`config.mk`:
```
export PLATFORM = sky130hd
export DESIGN_NAME = handshake_frame_deframer_core
export DESIGN_NICKNAME = d
export VERILOG_FILES = /design/src/rtl/core/hfd_pkg.sv /design/src/rtl/core/hfd_in_stage.sv /design/src/rtl/core/hfd_parser.sv /design/src/rtl/core/hfd_out_stage.sv /design/src/rtl/core/handshake_frame_deframer_core.sv
export SDC_FILE = /design/constraint.sdc
export NUM_CORES = 1
export LEC_CHECK = 0
export BUFFER_PORTS_ARGS = -buffer_cell sky130_fd_sc_hd__buf_4
export CORE_MARGIN = 4
export CORE_UTILIZATION = 35
export CTS_CLUSTER_SIZE = 10
export DETAILED_ROUTE_END_ITERATION = 12
export PLACE_DENSITY = 0.49
export SLEW_MARGIN = 20
export SYNTH_ARGS = -nofsm -noshare
export SYNTH_HDL_FRONTEND = slang
export SYNTH_SLANG_ARGS = --single-unit
```
`constraint.sdc`:
```
create_clock -name clk -period 11.6 [get_ports clk]
set_clock_uncertainty 0.2 [all_clocks]
set_input_delay 1.74 -clock clk [delete_from_list [all_inputs] [get_ports clk]]
set_output_delay 1.74 -clock clk [all_outputs]
set_load 0.005 [all_outputs]
```
`src/rtl/core/hfd_pkg.sv`:
```
// Shared types and constants of the handshake frame deframer.
`default_nettype none

package hfd_pkg;

	// Header layout: byte count and positions of the length fields.
	localparam int HDR_BYTES    = 18;
	localparam int NAME_LEN_POS = 12;
	localparam int BODY_LEN_POS = 14;
	localparam int HDR_IDX_W    = 5;

	// Result kinds.
	localparam logic [1:0] KIND_NAME = 2'd0;
	localparam logic [1:0] KIND_BODY = 2'd1;
	localparam logic [1:0] KIND_NONE = 2'd2;

	// Frame status codes.
	localparam logic [1:0] ST_OK          = 2'd0;
	localparam logic [1:0] ST_BAD_MAGIC   = 2'd1;
	localparam logic [1:0] ST_BAD_LENGTH  = 2'd2;
	localparam logic [1:0] ST_BAD_VERSION = 2'd3;

	// Configuration register indexes.
	localparam logic [1:0] CFG_MAGIC    = 2'd0;
	localparam logic [1:0] CFG_VERSION  = 2'd1;
	localparam logic [1:0] CFG_CAPACITY = 2'd2;

	// Configuration register values as seen by the parser.
	typedef struct packed {
		logic [31:0] magic_word;
		logic [7:0]  expected_version;
		logic [8:0]  payload_capacity;
	} hfd_cfg_t;

	// One result item.
	typedef struct packed {
		logic [1:0]  kind;
		logic [7:0]  data_byte;
		logic        frame_end;
		logic [1:0]  status;
		logic [7:0]  version;
		logic [7:0]  operation;
		logic [15:0] flags;
		logic [15:0] algorithm;
		logic [15:0] result_code;
		logic [15:0] name_length;
		logic [31:0] body_length;
	} hfd_result_t;

endpackage

`default_nettype wire

```
`src/rtl/core/hfd_in_stage.sv`:
```
// Input register stage of the handshake frame deframer.
`default_nettype none

module hfd_in_stage (
	input  wire logic       clk,
	input  wire logic       arst_n,
	input  wire logic       in_valid,
	output logic            in_ready,
	input  wire logic [7:0] rx_byte,
	input  wire logic       out_free,
	output logic            step,
	output logic [7:0]      byte_s1
);

	logic valid_s1;

	// The stage empties whenever the result side can take a step.
	assign step     = valid_s1 && out_free;
	assign in_ready = !valid_s1 || out_free;

	// Valid flag of the held byte.
	always_ff @(posedge clk or negedge arst_n) begin
		if (!arst_n) begin
			valid_s1 <= 1'b0;
		end else if (in_ready) begin
			valid_s1 <= in_valid;
		end
	end

	// The byte itself is loaded on each transfer.
	always_ff @(posedge clk) begin
		if (in_valid && in_ready) begin
			byte_s1 <= rx_byte;
		end
	end

endmodule

`default_nettype wire

```
`src/rtl/core/hfd_parser.sv`:
```
// Frame parser: header store, phase tracking, checks and result forming.
`default_nettype none

module hfd_parser #(
	parameter int NAME_LIMIT    = 64,
	parameter int PAYLOAD_LIMIT = 256
) (
	input  wire logic             clk,
	input  wire logic             arst_n,
	input  wire logic             step,
	input  wire logic [7:0]       byte_s1,
	input  wire hfd_pkg::hfd_cfg_t cfg,
	output logic                  res_valid,
	output hfd_pkg::hfd_result_t  res
);

	localparam logic [1:0] PH_HEADER = 2'd0;
	localparam logic [1:0] PH_NAME   = 2'd1;
	localparam logic [1:0] PH_BODY   = 2'd2;

	localparam logic [15:0] NameLimitW    = 16'(NAME_LIMIT);
	localparam logic [31:0] PayloadLimitW = 32'(PAYLOAD_LIMIT);
	localparam logic [hfd_pkg::HDR_IDX_W-1:0] LastIdx =
		hfd_pkg::HDR_IDX_W'(hfd_pkg::HDR_BYTES - 1);
	localparam logic [hfd_pkg::HDR_IDX_W-1:0] HdrBytesW =
		hfd_pkg::HDR_IDX_W'(hfd_pkg::HDR_BYTES);

	logic [1:0]                      phase_q, phase_d;
	logic [hfd_pkg::HDR_IDX_W-1:0]   idx_q, idx_d, idx_eff;
	logic [31:0]                     left_q, left_d, left_dec;
	logic [7:0]                      store_q [hfd_pkg::HDR_BYTES];
	logic [7:0]                      hv [hfd_pkg::HDR_BYTES];
	logic                            in_header;
	logic [31:0]                     magic_rx;
	logic [15:0]                     hdr_nlen;
	logic [31:0]                     hdr_blen;
	logic [31:0]                     body_max;
	logic [1:0]                      ver_status;
	logic [1:0]                      kind_c;
	logic [7:0]                      data_c;
	logic                            end_c;
	logic [1:0]                      status_c;

	assign in_header = !(phase_q == PH_NAME || phase_q == PH_BODY);
	assign idx_eff   = (idx_q >= HdrBytesW) ? '0 : idx_q;

	// Header view: the byte being taken stands in for the last stored byte.
	always_comb begin
		for (int i = 0; i < hfd_pkg::HDR_BYTES; i++) begin
			hv[i] = store_q[i];
		end
		if (in_header) begin
			hv[hfd_pkg::HDR_BYTES-1] = byte_s1;
		end
	end

	// Header fields, big-endian.
	assign magic_rx = {hv[0], hv[1], hv[2], hv[3]};
	assign hdr_nlen = {hv[hfd_pkg::NAME_LEN_POS], hv[hfd_pkg::NAME_LEN_POS+1]};
	assign hdr_blen = {hv[hfd_pkg::BODY_LEN_POS], hv[hfd_pkg::BODY_LEN_POS+1],
	                   hv[hfd_pkg::BODY_LEN_POS+2], hv[hfd_pkg::BODY_LEN_POS+3]};

	// Body limit is the lesser of the fixed limit and the capacity register.
	assign body_max = ({23'b0, cfg.payload_capacity} < PayloadLimitW) ?
	                  {23'b0, cfg.payload_capacity} : PayloadLimitW;

	assign ver_status = (hv[4] != cfg.expected_version) ? hfd_pkg::ST_BAD_VERSION
	                                                    : hfd_pkg::ST_OK;
	assign left_dec   = (left_q != 32'd0) ? left_q - 32'd1 : 32'd0;

	// Next state and result of one step.
	always_comb begin
		phase_d   = phase_q;
		idx_d     = idx_q;
		left_d    = left_q;
		res_valid = 1'b0;
		kind_c    = hfd_pkg::KIND_NONE;
		data_c    = 8'd0;
		end_c     = 1'b0;
		status_c  = hfd_pkg::ST_OK;
		case (phase_q)
			PH_NAME, PH_BODY: begin
				res_valid = 1'b1;
				kind_c    = (phase_q == PH_NAME) ? hfd_pkg::KIND_NAME : hfd_pkg::KIND_BODY;
				data_c    = byte_s1;
				left_d    = left_dec;
				if (left_dec == 32'd0) begin
					if (phase_q == PH_NAME && hdr_blen != 32'd0) begin
						phase_d = PH_BODY;
						left_d  = hdr_blen;
					end else begin
						phase_d  = PH_HEADER;
						idx_d    = '0;
						end_c    = 1'b1;
						status_c = ver_status;
					end
				end
			end
			default: begin
				phase_d = PH_HEADER;
				idx_d   = idx_eff + 1'b1;
				if (idx_eff == LastIdx) begin
					idx_d = '0;
					if (magic_rx != cfg.magic_word) begin
						res_valid = 1'b1;
						end_c     = 1'b1;
						status_c  = hfd_pkg::ST_BAD_MAGIC;
					end else if (hdr_nlen > NameLimitW || hdr_blen > body_max) begin
						res_valid = 1'b1;
						end_c     = 1'b1;
						status_c  = hfd_pkg::ST_BAD_LENGTH;
					end else if (hdr_nlen != 16'd0) begin
						phase_d = PH_NAME;
						left_d  = {16'b0, hdr_nlen};
					end else if (hdr_blen != 32'd0) begin
						phase_d = PH_BODY;
						left_d  = hdr_blen;
					end else begin
						res_valid = 1'b1;
						end_c     = 1'b1;
						status_c  = ver_status;
					end
				end
			end
		endcase
	end

	// Result item; header fields appear only on a frame end.
	always_comb begin
		res           = '0;
		res.kind      = kind_c;
		res.data_byte = data_c;
		res.frame_end = end_c;
		if (end_c) begin
			res.status      = status_c;
			res.version     = hv[4];
			res.operation   = hv[5];
			res.flags       = {hv[6], hv[7]};
			res.algorithm   = {hv[8], hv[9]};
			res.result_code = {hv[10], hv[11]};
			res.name_length = hdr_nlen;
			res.body_length = hdr_blen;
		end
	end

	// Control state.
	always_ff @(posedge clk or negedge arst_n) begin
		if (!arst_n) begin
			phase_q <= PH_HEADER;
			idx_q   <= '0;
			left_q  <= 32'd0;
		end else if (step) begin
			phase_q <= phase_d;
			idx_q   <= idx_d;
			left_q  <= left_d;
		end
	end

	// Header byte store, written only while collecting a header.
	always_ff @(posedge clk) begin
		if (step && in_header) begin
			for (int i = 0; i < hfd_pkg::HDR_BYTES; i++) begin
				if (idx_eff == hfd_pkg::HDR_IDX_W'(i)) begin
					store_q[i] <= byte_s1;
				end
			end
		end
	end

endmodule

`default_nettype wire

```
`src/rtl/core/hfd_out_stage.sv`:
```
// Output result register of the handshake frame deframer.
`default_nettype none

module hfd_out_stage (
	input  wire logic                 clk,
	input  wire logic                 arst_n,
	input  wire logic                 step,
	input  wire logic                 res_valid,
	input  wire hfd_pkg::hfd_result_t res,
	output logic                      out_free,
	output logic                      out_valid,
	input  wire logic                 out_ready,
	output hfd_pkg::hfd_result_t      res_q
);

	logic out_valid_q;

	assign out_valid = out_valid_q;
	assign out_free  = !out_valid_q || out_ready;

	// Valid flag: refilled or emptied whenever the register is free.
	always_ff @(posedge clk or negedge arst_n) begin
		if (!arst_n) begin
			out_valid_q <= 1'b0;
		end else if (out_free) begin
			out_valid_q <= step && res_valid;
		end
	end

	// Payload is loaded only when a new result arrives.
	always_ff @(posedge clk) begin
		if (out_free && step && res_valid) begin
			res_q <= res;
		end
	end

endmodule

`default_nettype wire

```
`src/rtl/core/handshake_frame_deframer_core.sv`:
```
// Top level of the handshake frame deframer: configuration registers and stages.
//
// Usage: one received byte is offered per transfer on in_valid/in_ready
// (rx_byte). Frames carry an 18-byte big-endian header followed by name and
// body bytes. Each name or body byte leaves as one result on out_valid/out_ready,
// tagged by kind; the last result of a frame, or a header error report, has
// frame_end set and carries the status and the header fields.
// Header bytes before the last give no result.
// Configuration writes arrive on cfg_valid/cfg_ready with cfg_index and
// cfg_data; cfg_ready is always high, and writes should be made while idle.
// Each byte passes the input register, which takes it on its transfer, and then
// the result register, which loads its result once that register is free.
// Throughput: one byte per cycle while the receiver keeps taking results.
// Reset clears the stage valid flags and the parser to header collection,
// and loads the configuration registers with their reset values.
// When the receiver stalls, the result register holds its item and one more
// byte waits in the input register; in_ready then drops until the result moves.
`default_nettype none

module handshake_frame_deframer_core #(
	parameter int NAME_LIMIT    = 64,
	parameter int PAYLOAD_LIMIT = 256
) (
	input  wire logic        clk,
	input  wire logic        arst_n,
	input  wire logic        in_valid,
	output logic             in_ready,
	input  wire logic [7:0]  rx_byte,
	output logic             out_valid,
	input  wire logic        out_ready,
	output logic [1:0]       kind,
	output logic [7:0]       data_byte,
	output logic             frame_end,
	output logic [1:0]       status,
	output logic [7:0]       version,
	output logic [7:0]       operation,
	output logic [15:0]      flags,
	output logic [15:0]      algorithm,
	output logic [15:0]      result_code,
	output logic [15:0]      name_length,
	output logic [31:0]      body_length,
	input  wire logic        cfg_valid,
	output logic             cfg_ready,
	input  wire logic [1:0]  cfg_index,
	input  wire logic [31:0] cfg_data
);

	hfd_pkg::hfd_cfg_t    cfg_q;
	hfd_pkg::hfd_result_t res, res_q;
	logic                 step;
	logic                 out_free;
	logic                 res_valid;
	logic [7:0]           byte_s1;

	assign cfg_ready = 1'b1;

	// Configuration registers.
	always_ff @(posedge clk or negedge arst_n) begin
		if (!arst_n) begin
			cfg_q.magic_word       <= 32'd0;
			cfg_q.expected_version <= 8'd1;
			cfg_q.payload_capacity <= 9'd256;
		end else if (cfg_valid) begin
			case (cfg_index)
				hfd_pkg::CFG_MAGIC:    cfg_q.magic_word       <= cfg_data;
				hfd_pkg::CFG_VERSION:  cfg_q.expected_version <= cfg_data[7:0];
				hfd_pkg::CFG_CAPACITY: cfg_q.payload_capacity <= cfg_data[8:0];
				default: begin
				end
			endcase
		end
	end

	hfd_in_stage u_in (
		.clk      (clk),
		.arst_n   (arst_n),
		.in_valid (in_valid),
		.in_ready (in_ready),
		.rx_byte  (rx_byte),
		.out_free (out_free),
		.step     (step),
		.byte_s1  (byte_s1)
	);

	hfd_parser #(
		.NAME_LIMIT    (NAME_LIMIT),
		.PAYLOAD_LIMIT (PAYLOAD_LIMIT)
	) u_parser (
		.clk       (clk),
		.arst_n    (arst_n),
		.step      (step),
		.byte_s1   (byte_s1),
		.cfg       (cfg_q),
		.res_valid (res_valid),
		.res       (res)
	);

	hfd_out_stage u_out (
		.clk       (clk),
		.arst_n    (arst_n),
		.step      (step),
		.res_valid (res_valid),
		.res       (res),
		.out_free  (out_free),
		.out_valid (out_valid),
		.out_ready (out_ready),
		.res_q     (res_q)
	);

	// Result fields onto their ports.
	assign kind        = res_q.kind;
	assign data_byte   = res_q.data_byte;
	assign frame_end   = res_q.frame_end;
	assign status      = res_q.status;
	assign version     = res_q.version;
	assign operation   = res_q.operation;
	assign flags       = res_q.flags;
	assign algorithm   = res_q.algorithm;
	assign result_code = res_q.result_code;
	assign name_length = res_q.name_length;
	assign body_length = res_q.body_length;

endmodule

`default_nettype wire

```
==> qor.txt, run 1 <==
DRC -> 0
Hold path start -> cfg_q[0]
Synthesized area per cell -> 14.2 µm²
Synth top area share -> 54.7%
Hold-critical path depth -> 1
Final Hold Viols -> 0
Pwr per Cell Area -> 205 mW/mm²
Die Ht -> 216 µm
Global route overflow -> 0
CTS sink cnt -> 367
Gp weighted congestion -> 0.868
HP Class -> register to register
Fin. max-slew vios -> 0
Reg2reg setup slack -> 6.28 ns
CP max stage cell -> buf_4
Hpwl dp -> 27500 µm
Cell Area, Synth -> 0.0152 mm²
Wire per inst -> 21.7 µm
Hold buffers post-CTS -> 0
Most common library cells after synthesis -> 277 x edfxtp_1, 121 x nor2b_1, 88 x dfrtp_1
Antenna violations before repair -> 1
DR vias -> 9375
Syn Inst Count -> 1071
CTS buffer count -> 44
Fin util -> 43.1%
Worst EP required -> 11.67 ns
Layout Nets -> 1323
PortBufs -> 173
Htree depth -> 2
CTS max path bufs -> 3
Crit. End Element -> register
Core ar. -> 0.0430 mm²
Ports -> 175
Finished Layout Cells -> 1883
Post-CTS Setup Repair Bufs -> 0
Synth Net Count -> 1133
First-pass GRT wire length -> 60800 µm
Vias per inst -> 4.98
Share of flip-flops with an asynchronous set or reset -> 24.5%
Fmax -> 188 MHz
DRT antenna net count -> 0
DRT iter0 DRCs -> 560
Setup violators final -> 0
CP Max Fanout -> 95
Worst-path clk slew -> 0.06 ns
RSZ-0062 raised after global routing -> no
Sequential fraction of the synthesis area -> 69.5%
DRT Wirelength -> 40900 µm
FF+latch count, synth -> 367
Gr usage total -> 17.1%
Largest net degree at the start of global routing -> 96
Worst Setup Start Kind -> register
Initial Util -> 35.4%
DP Cell Count -> 1800
Slew HR -> 30.0%
Critical path arrival -> 5.38 ns
Hold path endpoint -> cfg_q[0]
Reg2reg start -> u_parser.phase_q[1]
Root buf cell -> clkbuf_16
Crit path kind -> register to register
Count leader, synth -> edfxtp_1
Die Span X -> 216 µm
Vias in the first global route -> 9432
CTS tree -> built
Peak VDD IR -> 0.104 mV
Top post-synthesis cells by area -> edfxtp_1 55%, dfrtp_1 14%, nor2b_1 5.0%
Outcome -> complete, no violations
FF-to-FF End -> u_out.res_q[36]
Yosys cell types -> 62
Crit-path max cell delay -> 0.83 ns
Synth warnings -> 0
Critical path, cell by cell -> inv_1 > ha_1 > mux2i_1 > inv_1 > ha_1 > a21o_1 > a21o_1 > a211oi_1 > o211ai_1 > a21oi_1 > a31oi_1 > mux2i_4 > buf_4 > nor2b_1
Main synth FF type -> edfxtp_1
DR pass1 iterations -> 5
TNS Setup -> 0 ns
LEAKAGE -> 6.91 nW
Worst Setup SP -> u_parser.phase_q[1]
CTS resizes -> 0
Crit share post-route -> 45.8%
Slew @ Worst Pin -> 1.04 ns
Worst skew pair latency -> 0.57 ns
Area leader, netlist -> edfxtp_1
EDFF count, synth -> 277
R2R depth -> 14
Layout cells sized above 1 -> 24.1%
Cell Rows -> 76
Die ar. -> 0.0469 mm²
Max_cap viols -> 0
Area delta synth->final -> 21.7%
Final min period -> 5.32 ns
-- cell families (layout without fill, tap and decap cells) --
kind of cell	count (synthesis)	after routing	synth area share, %
AOI/OAI and AO/OA	114	114	5.34
muxes	65	65	4.70
adders and majority gates	16	16	1.30
xor gates and xnor gates	58	58	3.34
DFF	367	367	69.5
buffers and inverters	69	295	1.97
and+or+nand+nor	381	381	13.8
other	1	2	0.0246
-- per-stage QoR --
stage | cell area, µm² | setup slack [ns] | hold slack [ns] | power, mW
after global routing | 18500 | 5.87 | 0.328 | 3.99
final | 18500 | 6.28 | 0.310 | 3.80
after global placement | 17200 | 6.18 | 0.283 | 2.57
after floorplan | 15200 | 2.98 | 0.271 | 2.22
after CTS | 18500 | 6.27 | 0.309 | 3.85
after detailed placement | 17200 | 6.27 | 0.297 | 2.57
-- where the power goes --
part           total, mW  switching [mW]  internal (mW)
Sequential          1.79           0.135           1.65
Clock               1.27           0.527          0.738
Combinational      0.743           0.435          0.308
-- worst max path at each step --
| stage | end | slack [ns] | depth (start not counted) |
|---|---|---|---|
| after floorplan | u_out.res_q[0] | 2.98 | 13 |
| after global placement | u_parser.left_q[26] | 6.18 | 10 |
| after detailed placement | u_out.res_q[42] | 6.27 | 14 |
| after CTS | u_parser.left_q[9] | 6.27 | 8 |
| after global routing | u_out.res_q[36] | 5.87 | 14 |
| final | u_out.res_q[36] | 6.28 | 14 |
-- worst max-delay path: cells and delay by family, from the launching register on --
| kind | cells | cell delay [ns] |
|---|---|---|
| AO/OA/AOI/OAI | 6 | 1.42 |
| adder cells (fa/ha/maj) | 2 | 0.82 |
| buffers and inverters | 3 | 0.97 |
| flip-flops | 1 | 0.35 |
| multiplexers | 2 | 0.99 |
| AND/OR/NAND/NOR | 1 | 0.15 |
-- registers in the layout, summed over array words and instances, names as in the netlist --
| signal | flops |
|---|---|
| u_out.res_q | 125 |
| u_parser.left_q | 32 |
| u_parser.store_q | 144 |
| u_parser.idx_q | 5 |
| u_parser.phase_q | 2 |
| cfg_q | 49 |
| u_in.byte_s1 | 8 |
| u_out.out_valid | 1 |
| u_in.valid_s1 | 1 |
-- cell type report --
cell class / count / area, µm²
tap: 585 / 732
clock inverter: 8 / 96.3
timing repair buffer: 190 / 1430
antenna: 1 / 2.50
clock buffer: 74 / 1210
fill: 4034 / 24500
inverter: 23 / 86.3
sequential: 367 / 10600
multi-input combinational: 635 / 4380
-- placed cells by master, fill, tap and decap left out, types with 16 or more instances in the layout --
| cell | count |
|---|---|
| edfxtp_1 | 277 |
| buf_4 | 190 |
| nor2b_1 | 121 |
| dfrtp_1 | 88 |
| nor2_1 | 67 |
| mux2_2 | 52 |
| nand2_1 | 47 |
| clkbuf_16 | 44 |
| xor2_1 | 39 |
| clkbuf_1 | 30 |
| a21oi_1 | 28 |
| nor4_1 | 28 |
| nor3_1 | 27 |
| inv_1 | 23 |
| xnor2_1 | 19 |
| nand3_1 | 16 |
-- metal layers --
metal,up-vias,wire [µm],track usage [%]
met2,275,19400,27.8
met4,0,930,4.50
met5,-,0,0
met3,59,1930,3.44
li1,4346,-,-
met1,4695,18500,23.7
Note: power is estimated with default switching activity, not from simulation.
==> run 2, diff against run 1 <==
==> constraint.sdc (replaced) <==
create_clock -name clk -period 5 [get_ports clk]
set_clock_uncertainty 0.2 [all_clocks]
set_input_delay 0.75 -clock clk [delete_from_list [all_inputs] [get_ports clk]]
set_output_delay 0.75 -clock clk [all_outputs]
set_load 0.005 [all_outputs]
==> run 2 against run 1 <==
Critical path depth is 3 lower. Cell area is 0.78% higher. Total power increased by 130%. Via count increased by 1.1%. Non-clock buffer count grew 12. Flip-flop and latch count stayed put. Combinational power grew 140%. Cell count is 0.58% higher. First-iteration DRC count is 36% higher. Setup slack got worse by 5.7 ns.
==> qor.txt, run 2 (synthesis results as in run 1) <==
LEAKAGE -> 7.00 nW (was 6.91 nW)
Slew @ Worst Pin -> 1.07 ns (was 1.04 ns)
Fin. max-slew vios -> 0 (unchanged)
Tot Pwr -> 8.85 mW (was 3.80 mW)
PortBufs -> 173 (unchanged)
Hpwl dp -> 28800 µm (was 27500 µm)
Peak VDD IR -> 0.215 mV (was 0.104 mV)
Gp weighted congestion -> 0.874 (was 0.868)
Crit path kind -> register to register (unchanged)
Grt met1 use -> 24.0% (was 23.7%)
CTS max path bufs -> 3 (unchanged)
Worst-path clk slew -> 0.06 ns (about the same)
CTS sink cnt -> 367 (unchanged)
Initial Util -> 35.4% (unchanged)
Max_cap viols -> 0 (unchanged)
Layout cells sized above 1 -> 25.1% (was 24.1%)
Worst Setup SP -> u_parser.left_q[3] (was u_parser.phase_q[1])
Largest registers -> u_parser.store_q: 144 flops, u_out.res_q: 125 flops, cfg_q: 49 flops (unchanged)
DRT antenna net count -> 0 (unchanged)
Worst path bufs/invs -> 2 (was 3)
First-pass GRT wire length -> 62400 µm (was 60800 µm)
Antenna violations before repair -> 0 (was 1)
Net Sw Power -> 2.56 mW (was 1.10 mW)
Critical path arrival -> 4.46 ns (was 5.38 ns)
Die Span X -> 216 µm (unchanged)
Reg2reg start -> u_parser.left_q[3] (was u_parser.phase_q[1])
Worst Setup Start Kind -> register (unchanged)
Global Route met3 Usage -> 3.06% (was 3.44%)
CTS buffer count -> 44 (unchanged)
CP Max Fanout -> 45 (was 95)
Root buf cell -> clkbuf_16 (unchanged)
GR peak layer -> met2 (unchanged)
Vias per inst -> 5.00 (was 4.98)
CP max stage cell -> or4b_1 (was buf_4)
Gr usage total -> 17.7% (was 17.1%)
Vias in the first global route -> 9614 (was 9432)
Layout Nets -> 1335 (was 1323)
DR vias -> 9476 (was 9375)
Final min period -> 4.38 ns (was 5.32 ns)
Area delta synth->final -> 22.6% (was 21.7%)
Crit. End Element -> register (unchanged)
Ports -> 175 (unchanged)
Critical path, cell by cell -> or4_4 > or4b_1 > nor3_1 > or3_1 > a21oi_1 > a31oi_2 > nor3_2 > buf_4 > mux2i_4 > buf_4 > nor2_1 (was inv_1 > ha_1 > mux2i_1 > inv_1 > ha_1 > a21o_1 > a21o_1 > a211oi_1 > o211ai_1 > a21oi_1 > a31oi_1 > mux2i_4 > buf_4 > nor2b_1)
DRT Wirelength -> 42000 µm (was 40900 µm)
Commonest non-fill, non-tap cells in the layout -> 277 x edfxtp_1, 198 x buf_4, 121 x nor2b_1, 88 x dfrtp_1, 68 x nor2_1 (was 277 x edfxtp_1, 190 x buf_4, 121 x nor2b_1, 88 x dfrtp_1, 67 x nor2_1)
RSZ-0062 raised after global routing -> no (unchanged)
Worst EP required -> 5.08 ns (was 11.67 ns)
Final Hold Viols -> 0 (unchanged)
DR pass1 iterations -> 6 (was 5)
CP top delay family -> simple AND/OR/NAND/NOR gates (was compound AO/OA/AOI/OAI gates)
Flop pwr share -> 46.9% (was 47.1%)
DRC -> 0 (unchanged)
Combinational power share -> 20.1% (was 19.6%)
Largest net degree at the start of global routing -> 75 (was 96)
Die ar. -> 0.0469 mm² (unchanged)
CP most frequent cell -> buf_4
TNS Setup -> 0 ns (unchanged)
Hold buffers post-CTS -> 0 (unchanged)
ANT cells -> 0 (was 1)
Die Ht -> 216 µm (unchanged)
Global route overflow -> 0 (unchanged)
Fmax -> 228 MHz (was 188 MHz)
Htree depth -> 2 (unchanged)
CTS resizes -> 0 (unchanged)
DRT iter0 DRCs -> 760 (was 560)
Pint -> 6.28 mW (was 2.70 mW)
Crit share post-route -> 87.7% (was 45.8%)
Crit-path max cell delay -> 0.72 ns (was 0.83 ns)
Core ar. -> 0.0430 mm² (unchanged)
Wire per inst -> 22.2 µm (was 21.7 µm)
CTS tree -> built (unchanged)
Post-CTS Setup Repair Bufs -> 0 (unchanged)
Worst hold margin -> 0.127 ns (was 0.310 ns)
Outcome -> complete, no violations (unchanged)
Slew HR -> 28.3% (was 30.0%)
Pwr per Cell Area -> 474 mW/mm² (was 205 mW/mm²)
Clk pwr share -> 33.1% (was 33.3%)
Setup violators final -> 0 (unchanged)
Max FFs per register -> 144 (unchanged)
Met2 Track Usage GR -> 29.7% (was 27.8%)
Net Sw Frac -> 29.0% (was 28.9%)
Commonest non-fill, non-tap cell in the layout -> edfxtp_1 (unchanged)
Biggest register -> u_parser.store_q (unchanged)
HP Class -> input pin to async pin (was register to register)
Worst skew pair latency -> 0.57 ns (about the same)
Cell Rows -> 76 (unchanged)
==> run 2: changes by cell type in the layout (fill, tap and decap cells not counted), moves of 2 or more <==
cell / change
buf_12: +4
buf_4: +8
clkbuf_1: -2
clkbuf_8: +3
clkinv_1: -2
clkinv_2: +2
==> run 2: path summary, 6_finish.rpt <==
path	endpoint	slack [ns]	depth (start not counted)
worst max-delay path	u_out.res_q[6]	0.62	11
worst min-delay path	cfg_q[17]	0.13	1
worst max register to register	u_out.res_q[6]	0.62	11
worst min register to register	cfg_q[1]	0.31	1
max in group asynchronous	u_parser.left_q[27]	3.52	2
min in group clk	u_in.byte_s1[3]	0.18	1
==> run 2: layer usage <==
metal	wire length [µm]	up-vias
met5	0	-
met4	725	0
met3	2110	48
met2	20800	275
met1	18400	4796
li1	-	4357
==> run 2: power by group through the flow <==
stage | sequential, mW | clock, mW | combinational (mW)
6_report | 4.15 | 2.92 | 1.77
5_1_grt | 4.20 | 3.14 | 1.96
4_1_cts | 4.16 | 3.01 | 1.80
3_5_place_dp | 4.21 | 0 | 1.80
3_3_place_gp | 4.22 | 0 | 1.78
2_1_floorplan | 4.11 | 0 | 1.01
==> run 2: cell type report <==
cell class              count  area [µm²]
clock buffers              75        1250
clock inverters             7        67.6
fillers                  4032       24300
inverters                  23        86.3
multi-input cells         635        4390
flip-flops and latches    367       10600
well taps                 585         732
repair buffers            202        1570
==> run 2: through the flow <==
step           cells  cell area (µm²)  setup slack [ns]  utilization (%)
2_1_floorplan   1071            15200           0.00856                -
3_3_place_gp    1812            17300             0.586             40.3
3_5_place_dp    1812            17300             0.637             40.3
4_1_cts         1894            18700             0.615             43.4
5_1_grt         1894            18700             0.429             43.4
6_report        1894            18700             0.617             43.4
